`src/hw/rtl/swcu_pkg.sv`:
```
// ----------------------------------------------------------------------------
// swcu_pkg
// Types and constants shared by the centroid update controller and datapath.
// ----------------------------------------------------------------------------
package swcu_pkg;

    localparam int unsigned COORD_W = 16;
    localparam int unsigned SENS_W  = 20;
    localparam int unsigned SUM_W   = 27;
    localparam int unsigned CNT_W   = 11;
    localparam int unsigned GAIN_W  = 10;
    localparam int unsigned CCNT_W  = 5;
    localparam int unsigned SLOT_W  = 4;
    localparam int unsigned SQ_W    = 34;
    localparam int unsigned RT_W    = 17;

    localparam logic OP_LOAD  = 1'b0;
    localparam logic OP_POINT = 1'b1;

    localparam logic REG_CLUSTER_COUNT    = 1'b0;
    localparam logic REG_SENSITIVITY_GAIN = 1'b1;

    typedef enum logic [3:0] {
        ST_IDLE,
        ST_LOAD,
        ST_SCORE_START,
        ST_SQRT,
        ST_COMPARE,
        ST_SENS,
        ST_ACCUM,
        ST_DIV,
        ST_DONE,
        ST_OUT
    } t_state;

    // Commands from controller to datapath.
    typedef struct packed {
        logic capture;
        logic load;
        logic score_start;
        logic sqrt_step;
        logic compare;
        logic sens_step;
        logic accum;
        logic div_start;
        logic div_step;
        logic finish;
    } t_cmd;

    // Status from datapath to controller.
    typedef struct packed {
        logic is_point;
        logic sqrt_done;
        logic last_slot;
        logic div_done;
    } t_status;

endpackage

```
`src/hw/rtl/swcu_ctrl.sv`:
```
// ----------------------------------------------------------------------------
// swcu_ctrl
// Sequencer for load and point items of the centroid update block.
// ----------------------------------------------------------------------------
module swcu_ctrl
    import swcu_pkg::*;
(
    input  logic    i_clk,
    input  logic    i_rst_n,
    input  logic    i_in_valid,
    output logic    o_in_ready,
    output logic    o_out_valid,
    input  logic    i_out_ready,
    input  t_status i_status,
    output t_cmd    o_cmd
);

    t_state r_state, n_state;

    always_ff @(posedge i_clk) begin
        if (!i_rst_n) begin
            r_state <= ST_IDLE;
        end else begin
            r_state <= n_state;
        end
    end

    always_comb begin
        n_state = r_state;
        case (r_state)
            ST_IDLE: begin
                if (i_in_valid) begin
                    n_state = ST_LOAD;
                end
            end
            ST_LOAD: begin
                n_state = i_status.is_point ? ST_SCORE_START : ST_OUT;
            end
            ST_SCORE_START: n_state = ST_SQRT;
            ST_SQRT: begin
                if (i_status.sqrt_done) begin
                    n_state = ST_COMPARE;
                end
            end
            ST_COMPARE: begin
                n_state = i_status.last_slot ? ST_SENS : ST_SCORE_START;
            end
            ST_SENS: begin
                if (i_status.last_slot) begin
                    n_state = ST_ACCUM;
                end
            end
            ST_ACCUM: n_state = ST_DIV;
            ST_DIV: begin
                if (i_status.div_done) begin
                    n_state = ST_DONE;
                end
            end
            ST_DONE: n_state = ST_OUT;
            ST_OUT: begin
                if (i_out_ready) begin
                    n_state = ST_IDLE;
                end
            end
            default: n_state = ST_IDLE;
        endcase
    end

    always_comb begin
        o_cmd       = '0;
        o_in_ready  = 1'b0;
        o_out_valid = 1'b0;
        case (r_state)
            ST_IDLE: begin
                o_in_ready    = 1'b1;
                o_cmd.capture = i_in_valid;
            end
            ST_LOAD:        o_cmd.load        = 1'b1;
            ST_SCORE_START: o_cmd.score_start = 1'b1;
            ST_SQRT:        o_cmd.sqrt_step   = 1'b1;
            ST_COMPARE:     o_cmd.compare     = 1'b1;
            ST_SENS:        o_cmd.sens_step   = 1'b1;
            ST_ACCUM: begin
                o_cmd.accum     = 1'b1;
                o_cmd.div_start = 1'b1;
            end
            ST_DIV:  o_cmd.div_step = 1'b1;
            ST_DONE: o_cmd.finish   = 1'b1;
            ST_OUT:  o_out_valid    = 1'b1;
            default: o_cmd = '0;
        endcase
    end

`ifndef SYNTHESIS
    a_no_accept_busy: assert property (@(posedge i_clk) disable iff (!i_rst_n)
        (r_state != ST_IDLE) |-> !o_in_ready)
        else $error("input accepted while busy");
    a_out_after_load: assert property (@(posedge i_clk) disable iff (!i_rst_n)
        (r_state == ST_LOAD && !i_status.is_point) |=> o_out_valid)
        else $error("load result not presented");
    a_out_hold: assert property (@(posedge i_clk) disable iff (!i_rst_n)
        (o_out_valid && !i_out_ready) |=> o_out_valid)
        else $error("result dropped while stalled");
`endif

endmodule

```
`config.mk`:
```
export PLATFORM = sky130hd
export DESIGN_NAME = swcu_ctrl
export DESIGN_NICKNAME = d
export VERILOG_FILES = /design/src/hw/rtl/swcu_pkg.sv /design/src/hw/rtl/swcu_ctrl.sv
export SDC_FILE = /design/constraint.sdc
export NUM_CORES = 1
export LEC_CHECK = 0
export BUFFER_PORTS_ARGS = -buffer_cell sky130_fd_sc_hd__buf_2
export CORE_AREA = 4 4 41 43
export CTS_BUF_LIST = sky130_fd_sc_hd__clkbuf_8
export DETAILED_ROUTE_END_ITERATION = 16
export DIE_AREA = 0 0 45 47
export HOLD_SLACK_MARGIN = 0.15
export PLACE_DENSITY = 0.54
export RECOVER_POWER = 25
export SLEW_MARGIN = 25
export SYNTH_ARGS = -nofsm -noshare
export SYNTH_HDL_FRONTEND = slang
export SYNTH_SLANG_ARGS = --single-unit
```
`constraint.sdc`:
```
create_clock -name i_clk -period 1.66 [get_ports i_clk]
set_input_delay 0 -clock i_clk [delete_from_list [all_inputs] [get_ports i_clk]]
set_output_delay 0 -clock i_clk [all_outputs]
set_load 0.02 [all_outputs]
```
Word-level counts from Yosys, hierarchy flattened
Index checks and enable logic that the tools add are counted.
{ "word_totals": {"reg_bits": 4, "in_bits": 8, "out_inout_bits": 12} }
{ "classes": {"eq_ne": 14, "mux": 19, "reduce_logical": 2} }
{ "ops": {"columns": ["op", "count"], "rows": [
  ["4-bit one-hot mux with 10 select lines", 1],
  ["4-bit two-way mux", 6],
  ["4-bit by 3-bit equality test with 1-bit output, second input constant", 4],
  ["1-bit two-way mux", 10],
  ["2-bit != test, second input constant", 5],
  ["4-bit by 2-bit equality test with 1-bit output, second input constant", 2],
  ["4-bit equality test, second input constant", 2],
  ["5-bit AND reduction", 1],
  ["4-bit by 1-bit equality test with 1-bit output, second input constant", 1],
  ["4-bit zero test", 1],
  ["3-bit two-way mux", 1],
  ["2-bit two-way mux", 1]
]} }

Depth between registers and ports, before layout
Gate-level depths: netlist (run 1).
{ "logic_depth": {"word_depth": 3, "mapped_depth": 5} }

Worst setup path before layout (run 1)
Ideal clock, no wire load.
{ "synth_path": {"kind": "flip-flop to output port", "from": "reg r_state[1]", "to": "out o_cmd[3] (netlist bit)", "t_arrival_ns": 1.401, "slack_ns": 0.259, "path_stages_with_launch": 5, "path_buffers": 2, "path_cell_list": "dfxtp_1 > buf_2 > nand2_1 > nor3_1 > buf_4"} }
{ "synth_rtl": {"columns": ["item", "line", "rtl"], "rows": [
  ["start, declared", "swcu_ctrl.sv:18", "t_state r_state, n_state;"],
  ["start signal, assigned", "swcu_ctrl.sv:24", "r_state <= n_state;"],
  ["end, declared", "swcu_ctrl.sv:15", "output t_cmd o_cmd"]
]} }

Final worst setup path (run 1)
{ "layout_path": {"from": "in i_in_valid", "to": "reg r_state[3]"} }
{ "layout_via": {"elab_chain_len": 2} }
{ "layout_lines": {"columns": ["item", "line", "rtl"], "rows": [
  ["start, declared", "swcu_ctrl.sv:10", "input logic i_in_valid,"],
  ["2-bit != test (no line)", null, null],
  ["5-bit AND reduction (no line)", null, null]
]} }
Every way passes these cells.
A chain may end at the register's enable or synchronous reset.

==> impl_metrics.toml, run 1 <==
[outcome]
status = "finished, final reports clean"

[logic_synthesis]
ys_warn_count = 0
yosys.cell_count.top_type = "nor2_1"
synth_flop_cell = "dfxtp_1"
synth-edff-count = 0
async_reset_ff_share_pct = 0
yosysUniqueCellTypes = 33
synth_top_area_share_pct = 19.4
netlist_area_um2 = 413
yosysTopAreaCell = "dfxtp_1"
yosysSeqAreaShare_pct = 19.4
syn_avg_cell_area_um2 = 7.24
synthCells = 57
synth_fp_nets = 65
synth_top_cells_by_count = "nor2_1, nor3_1, dfxtp_1, nand2_1"
ys_top_cells_by_area = "dfxtp_1, nor3_1, nor2_1, a21oi_4, nor3_4"
ys_ff_latch = 4

[global_routing]
antenna_found_initial = 0
track_usage_pct = 13.7
grt_pass1_vias = 471
grt_pass1_wl_um = 2120
grt_max_degree = 15
overflow = 0

[critical_path]
crit_type = "input pin to register"
required_ns = 1.77
arrival_ns = 1.53
cp_max_fo = 3
endpoint_kind = "register"
r2r_slack_ns = 0.25
worstReg2RegEnd = "r_state[3]$_SDFFE_PN0P_"
cp-start-kind = "input pin"
r2r-start = "r_state[0]$_SDFFE_PN0P_"
reg2regPathDepth = 4

[sta]
fin_crit_ns = 1.42
layout_worst_path_cycle_share_pct = 85.7
finalMaxSlewViolations = 0
setup_viol = 0
max_freq_ghz = 0.703
skew_ns = 0.00602
relSlewSlack_pct = 78.8
tightest_slew_ns = 0.314
hold_viol = 0
rsz0062_at_grt = "false"
setup_tns_ns = 0

[place]
gp_congestion = 0.811
dp_cells = 90
place_hpwl_um = 919
placed_area_um2 = 531
io_buffers = 19

[cells_and_area]
area_delta_synth_final_pct = 42.1
reg_top3 = "r_state: 4 flops"
finalNetCount = 90
regMostFlops = "r_state"
largest_reg_flops = 4
diodes = 0
final_area_um2 = 587
fin_cells = 95
drive_above_1_share_pct = 32.5

[power]
peakVddDrop_mv = 0.540
powerDensity_nw_per_um2 = 1500
p_leak_nw = 0.258

[die]
start_util_pct = 31.7
die_h_um = 47
io_pins = 20
die_x_um = 45
coreArea_um2 = 1300
die_area_um2 = 2120
row_count = 13

[cts]
cts_root_buf = "clkbuf_8"
htree_levels = 1
clockBufferDepth = 2
clk_pin_slew_worst_paths_ns = 0.03
cts_resized = 0
post-cts-setup-buffer-count = 0
cts_buffers = 3
clock-sinks = 4
clk_latency_ns = 0.22
cts_tree = "yes"

[drt]
drt-initial-drc-count = 8
firstDrtPassIters = 4
wl_per_cell_um = 12.6
viasPerCell = 5.17
drt_wl_total_um = 1200
detail-route-antenna-nets = 0
drc = 0
vias = 491
dr_wl_met2_um = 524
highest_layer = "met4"
wl_met3_um = 54
wl_met1_um = 596

[min_path]
min_from = "i_status[1]"
hold_end = "r_state[0]$_SDFFE_PN0P_"
whs_path_depth = 4
worstHoldPathType = "input pin to register"

[job]
drv_cap = 0
[worst max-delay path, stage by stage]
cell           delay [ns]
dlygate4sd3_1        0.53
buf_2                0.14
or4_4                0.42
a21oi_4              0.17
nor2_2               0.07
a32o_1               0.20
[how the worst max path moves through the flow]
stage / endpoint / start / slack, ns
floorplan: o_cmd[3] / r_state[1]$_SDFFE_PN0P_ / 0.26
global placement: r_state[3]$_SDFFE_PN0P_ / r_state[0]$_SDFFE_PN0P_ / 0.26
detailed placement: r_state[3]$_SDFFE_PN0P_ / r_state[0]$_SDFFE_PN0P_ / 0.24
CTS: r_state[3]$_SDFFE_PN0P_ / r_state[0]$_SDFFE_PN0P_ / 0.24
global route: o_cmd[9] / r_state[1]$_SDFFE_PN0P_ / 0.15
finish: r_state[3]$_SDFFE_PN0P_ / i_in_valid / 0.24
[power breakdown]
group,total (mW),switching [mW],internal [mW]
combinational,0.524,0.324,0.200
clock,0.208,0.0530,0.155
sequential,0.150,0.0256,0.125
total,0.882,0.403,0.479
[stage by stage]
stage	worst slack [ns]	util (%)	total power [mW]	hold slack, ns
floorplan	0.259	-	0.523	0.138
finish	0.237	45.1	0.882	0.238
global placement	0.264	40.8	0.677	0.309
CTS	0.240	45.5	0.895	0.227
global route	0.149	45.1	0.964	0.275
detailed placement	0.237	40.8	0.677	0.302
[cell families after synthesis]
family	synth area share (%)
AND/OR/NAND/NOR	39.7
AO/OA/AOI/OAI	29.4
multiplexers	2.42
buffers and inverters	9.09
flip-flops	19.4
[area by class of cell]
cell class | count | area, µm²
fill | 151 | 714
multi-input combinational | 45 | 295
timing repair buffer | 25 | 140
sequential | 4 | 80.1
clock buffer | 3 | 41.3
tap | 15 | 18.8
inverter | 3 | 11.3
[routing by layer]
metal  vias up  GRT usage (%)
met5         -              0
met4         0           7.02
met3         2           1.15
met2        13           21.5
met1       216           18.7
li1        260              -
[cells in the final DEF (no fill, tap or decap), drive strengths merged, types with 2 or more instances in the layout]
| master | instances |
|---|---|
| nor3b | 2 |
| inv | 3 |
| o21ai | 4 |
| a211oi | 2 |
| dfxtp | 4 |
| dlygate4sd3 | 2 |
| clkbuf | 7 |
| nor3 | 6 |
| nor2 | 7 |
| buf | 19 |
| a21oi | 3 |
| a21boi | 2 |
| nand2 | 4 |
[what timing repair did]
action	4_1_cts	5_1_grt
hold buffers	2	0
endpoints found under the hold margin	3	0
endpoints found under the setup margin	0	0
Power figures use the tool's default switching activity.
==> inputs of run 2 (changes only) <==
--- a/config.mk
+++ b/config.mk
@@ -5,6 +5,7 @@
 export SDC_FILE = /design/constraint.sdc
 export NUM_CORES = 1
 export LEC_CHECK = 0
+export ABC_AREA = 1
 export BUFFER_PORTS_ARGS = -buffer_cell sky130_fd_sc_hd__buf_2
 export CORE_AREA = 4 4 41 43
 export CTS_BUF_LIST = sky130_fd_sc_hd__clkbuf_8
@@ -17,3 +18,4 @@
 export SYNTH_ARGS = -nofsm -noshare
 export SYNTH_HDL_FRONTEND = slang
 export SYNTH_SLANG_ARGS = --single-unit
+export TNS_END_PERCENT = 10
==> run 2 against run 1 <==
Against the previous run: synthesized cell count is 32% higher; sequential power is 19% higher; global-route usage is 2.5 points lower; critical path depth stayed put; wire length is 12% lower; setup slack better by 0.062 ns; sequential cell count stayed put; first-iteration DRC count is 38% higher; combinational power is 4.6% higher; maximum frequency is 4.5% higher.
==> impl_metrics.toml, run 2 <==
[outcome]
status = "finished, final reports clean"

[critical_path]
required_ns = 1.76
cp_top_family = "simple AND/OR/NAND/NOR gates"
crit_type = "register to register"
critPathSlowestCell = "nor2_1"
max_stage_delay_ns = 0.37
cp-start-kind = "register"
arrival_ns = 1.47
critPathBufInv = 0
endpoint_kind = "register"
cp_max_fo = 7
path_cells = "nor2_1, nand3_2, nand3_2, nor2_4, nor2_1, nor2_2"

[place]
gp_congestion = 0.764
place_hpwl_um = 881
io_buffers = 19
dp_cells = 108

[drt]
drc = 0
wl_per_cell_um = 9.42
vias = 495
detail-route-antenna-nets = 0
viasPerCell = 4.42
firstDrtPassIters = 4
drt_wl_total_um = 1060
drt-initial-drc-count = 11

[sta]
tightest_slew_ns = 0.422
setup_viol = 0
rsz0062_at_grt = "false"
skew_ns = 0.00248
relSlewSlack_pct = 71.8
setup_tns_ns = 0
finalMaxSlewViolations = 0
hold_viol = 0
max_freq_ghz = 0.735
fin_crit_ns = 1.36
layout_worst_path_cycle_share_pct = 82.0

[logic_synthesis]
synthCells = 75
synth_top_cells_by_count = "nand2_1, inv_1, nor2_1"
synth_fp_nets = 83
ys_ff_latch = 4
synth-edff-count = 0
synth_flop_cell = "dfxtp_1"
async_reset_ff_share_pct = 0
yosysSeqAreaShare_pct = 19.3
syn_avg_cell_area_um2 = 5.54
ys_top_cells_by_area = "dfxtp_1, nand2_1, inv_1, nor2_1, nor2_2"
synth_top_area_share_pct = 19.3
ys_warn_count = 0
yosysTopAreaCell = "dfxtp_1"
yosysUniqueCellTypes = 15
yosys.cell_count.top_type = "nand2_1"
netlist_area_um2 = 415

[cells_and_area]
reg_top3 = "r_state: 4 flops"
final_core_util_pct = 43.7
regMostFlops = "r_state"
diodes = 0
fin_cells = 112
largest_reg_flops = 4
finalNetCount = 107
drive_above_1_share_pct = 35.1
final_cell_mix = "nand2_1, buf_2, inv_1"
area_delta_synth_final_pct = 36.7
layout_commonest_cell = "nand2_1"

[die]
io_pins = 20
die_h_um = 47
die_area_um2 = 2120
row_count = 13
coreArea_um2 = 1300
die_x_um = 45
start_util_pct = 31.9

[power]
peakVddDrop_mv = 0.711
p_leak_nw = 0.382
power_uw = 929
powerDensity_nw_per_um2 = 1630

[global_routing]
antenna_found_initial = 0
grt_pass1_wl_um = 1670
grt_max_degree = 8
overflow = 0
grt_pass1_vias = 419
track_usage_pct = 11.2

[cts]
post-cts-setup-buffer-count = 0
cts_resized = 0
cts_hold_buffers = 1
clk_latency_ns = 0.22
clk_pin_slew_worst_paths_ns = 0.03
htree_levels = 1
cts_tree = "yes"
cts_root_buf = "clkbuf_8"
clock-sinks = 4
clockBufferDepth = 2
cts_buffers = 3

[min_path]
worstHoldPathType = "input pin to register"

[job]
drv_cap = 0
-- run 2: cell count changes in the layout (fill, tap and decap cells not counted), moves of 3 or more --
cell,delta
nand3_1,+5
buf_4,-4
nor2_2,+4
nand2_1,+15
inv_2,+4
nor3_1,-3
nor2_1,+6
inv_1,+10
o21ai_0,-3
-- run 2: power by group --
part / internal [mW] / switching [mW]
logic: 0.176 / 0.372
registers: 0.129 / 0.0489
clock network: 0.154 / 0.0486
-- run 2: area by class of cell --
cell class,count,area (µm²)
sequential,4,80.1
tap,15,18.8
timing repair buffer,20,103
multi-input combinational,53,262
clock buffer,3,41.3
fill,154,733
inverter,17,63.8
-- run 2: cells by family (layout without fill, tap and decap cells) --
group / count (synthesis) / count (layout) / synth area share [%]
DFF: 4 / 4 / 19.3
AOI/OAI and AO/OA: 1 / 1 / 1.20
buffers and inverters: 18 / 40 / 17.2
and+or+nand+nor: 52 / 52 / 62.4
-- run 2: worst paths after layout --
check / from / endpoint / slack, ns / cells past startpoint
setup / recovery: r_state[3]$_SDFFE_PN0P_ / r_state[1]$_SDFFE_PN0P_ / 0.30 / 6
hold reg to reg: r_state[2]$_SDFFE_PN0P_ / r_state[2]$_SDFFE_PN0P_ / 0.58 / 2
hold / removal: i_status[1] / r_state[1]$_SDFFE_PN0P_ / 0.20 / 6
setup reg to reg: r_state[3]$_SDFFE_PN0P_ / r_state[1]$_SDFFE_PN0P_ / 0.30 / 6
-- run 2: layer usage --
metal | vias up | global-route usage (%) | wire, µm
met2 | 15 | 18.1 | 498
met5 | - | 0 | 0
met4 | 0 | 8.77 | 16
met1 | 208 | 13.1 | 458
met3 | 2 | 1.92 | 81
li1 | 270 | - | -
-- run 2: tightest hold or removal path, stage by stage --
cell	delay, ns
buf_2	0.09
nor2_1	0.04
nor2_1	0.09
nand2_1	0.05
nand2_1	0.07
nor2_2	0.03
-- run 2: metrics by stage --
step	setup WS [ns]	area, µm²	hold slack (ns)
after floorplan	0.501	415	0.124
after global placement	0.424	522	0.270
after detailed placement	0.440	522	0.273
after CTS	0.428	573	0.202
after global routing	0.228	568	0.232
final	0.299	568	0.199
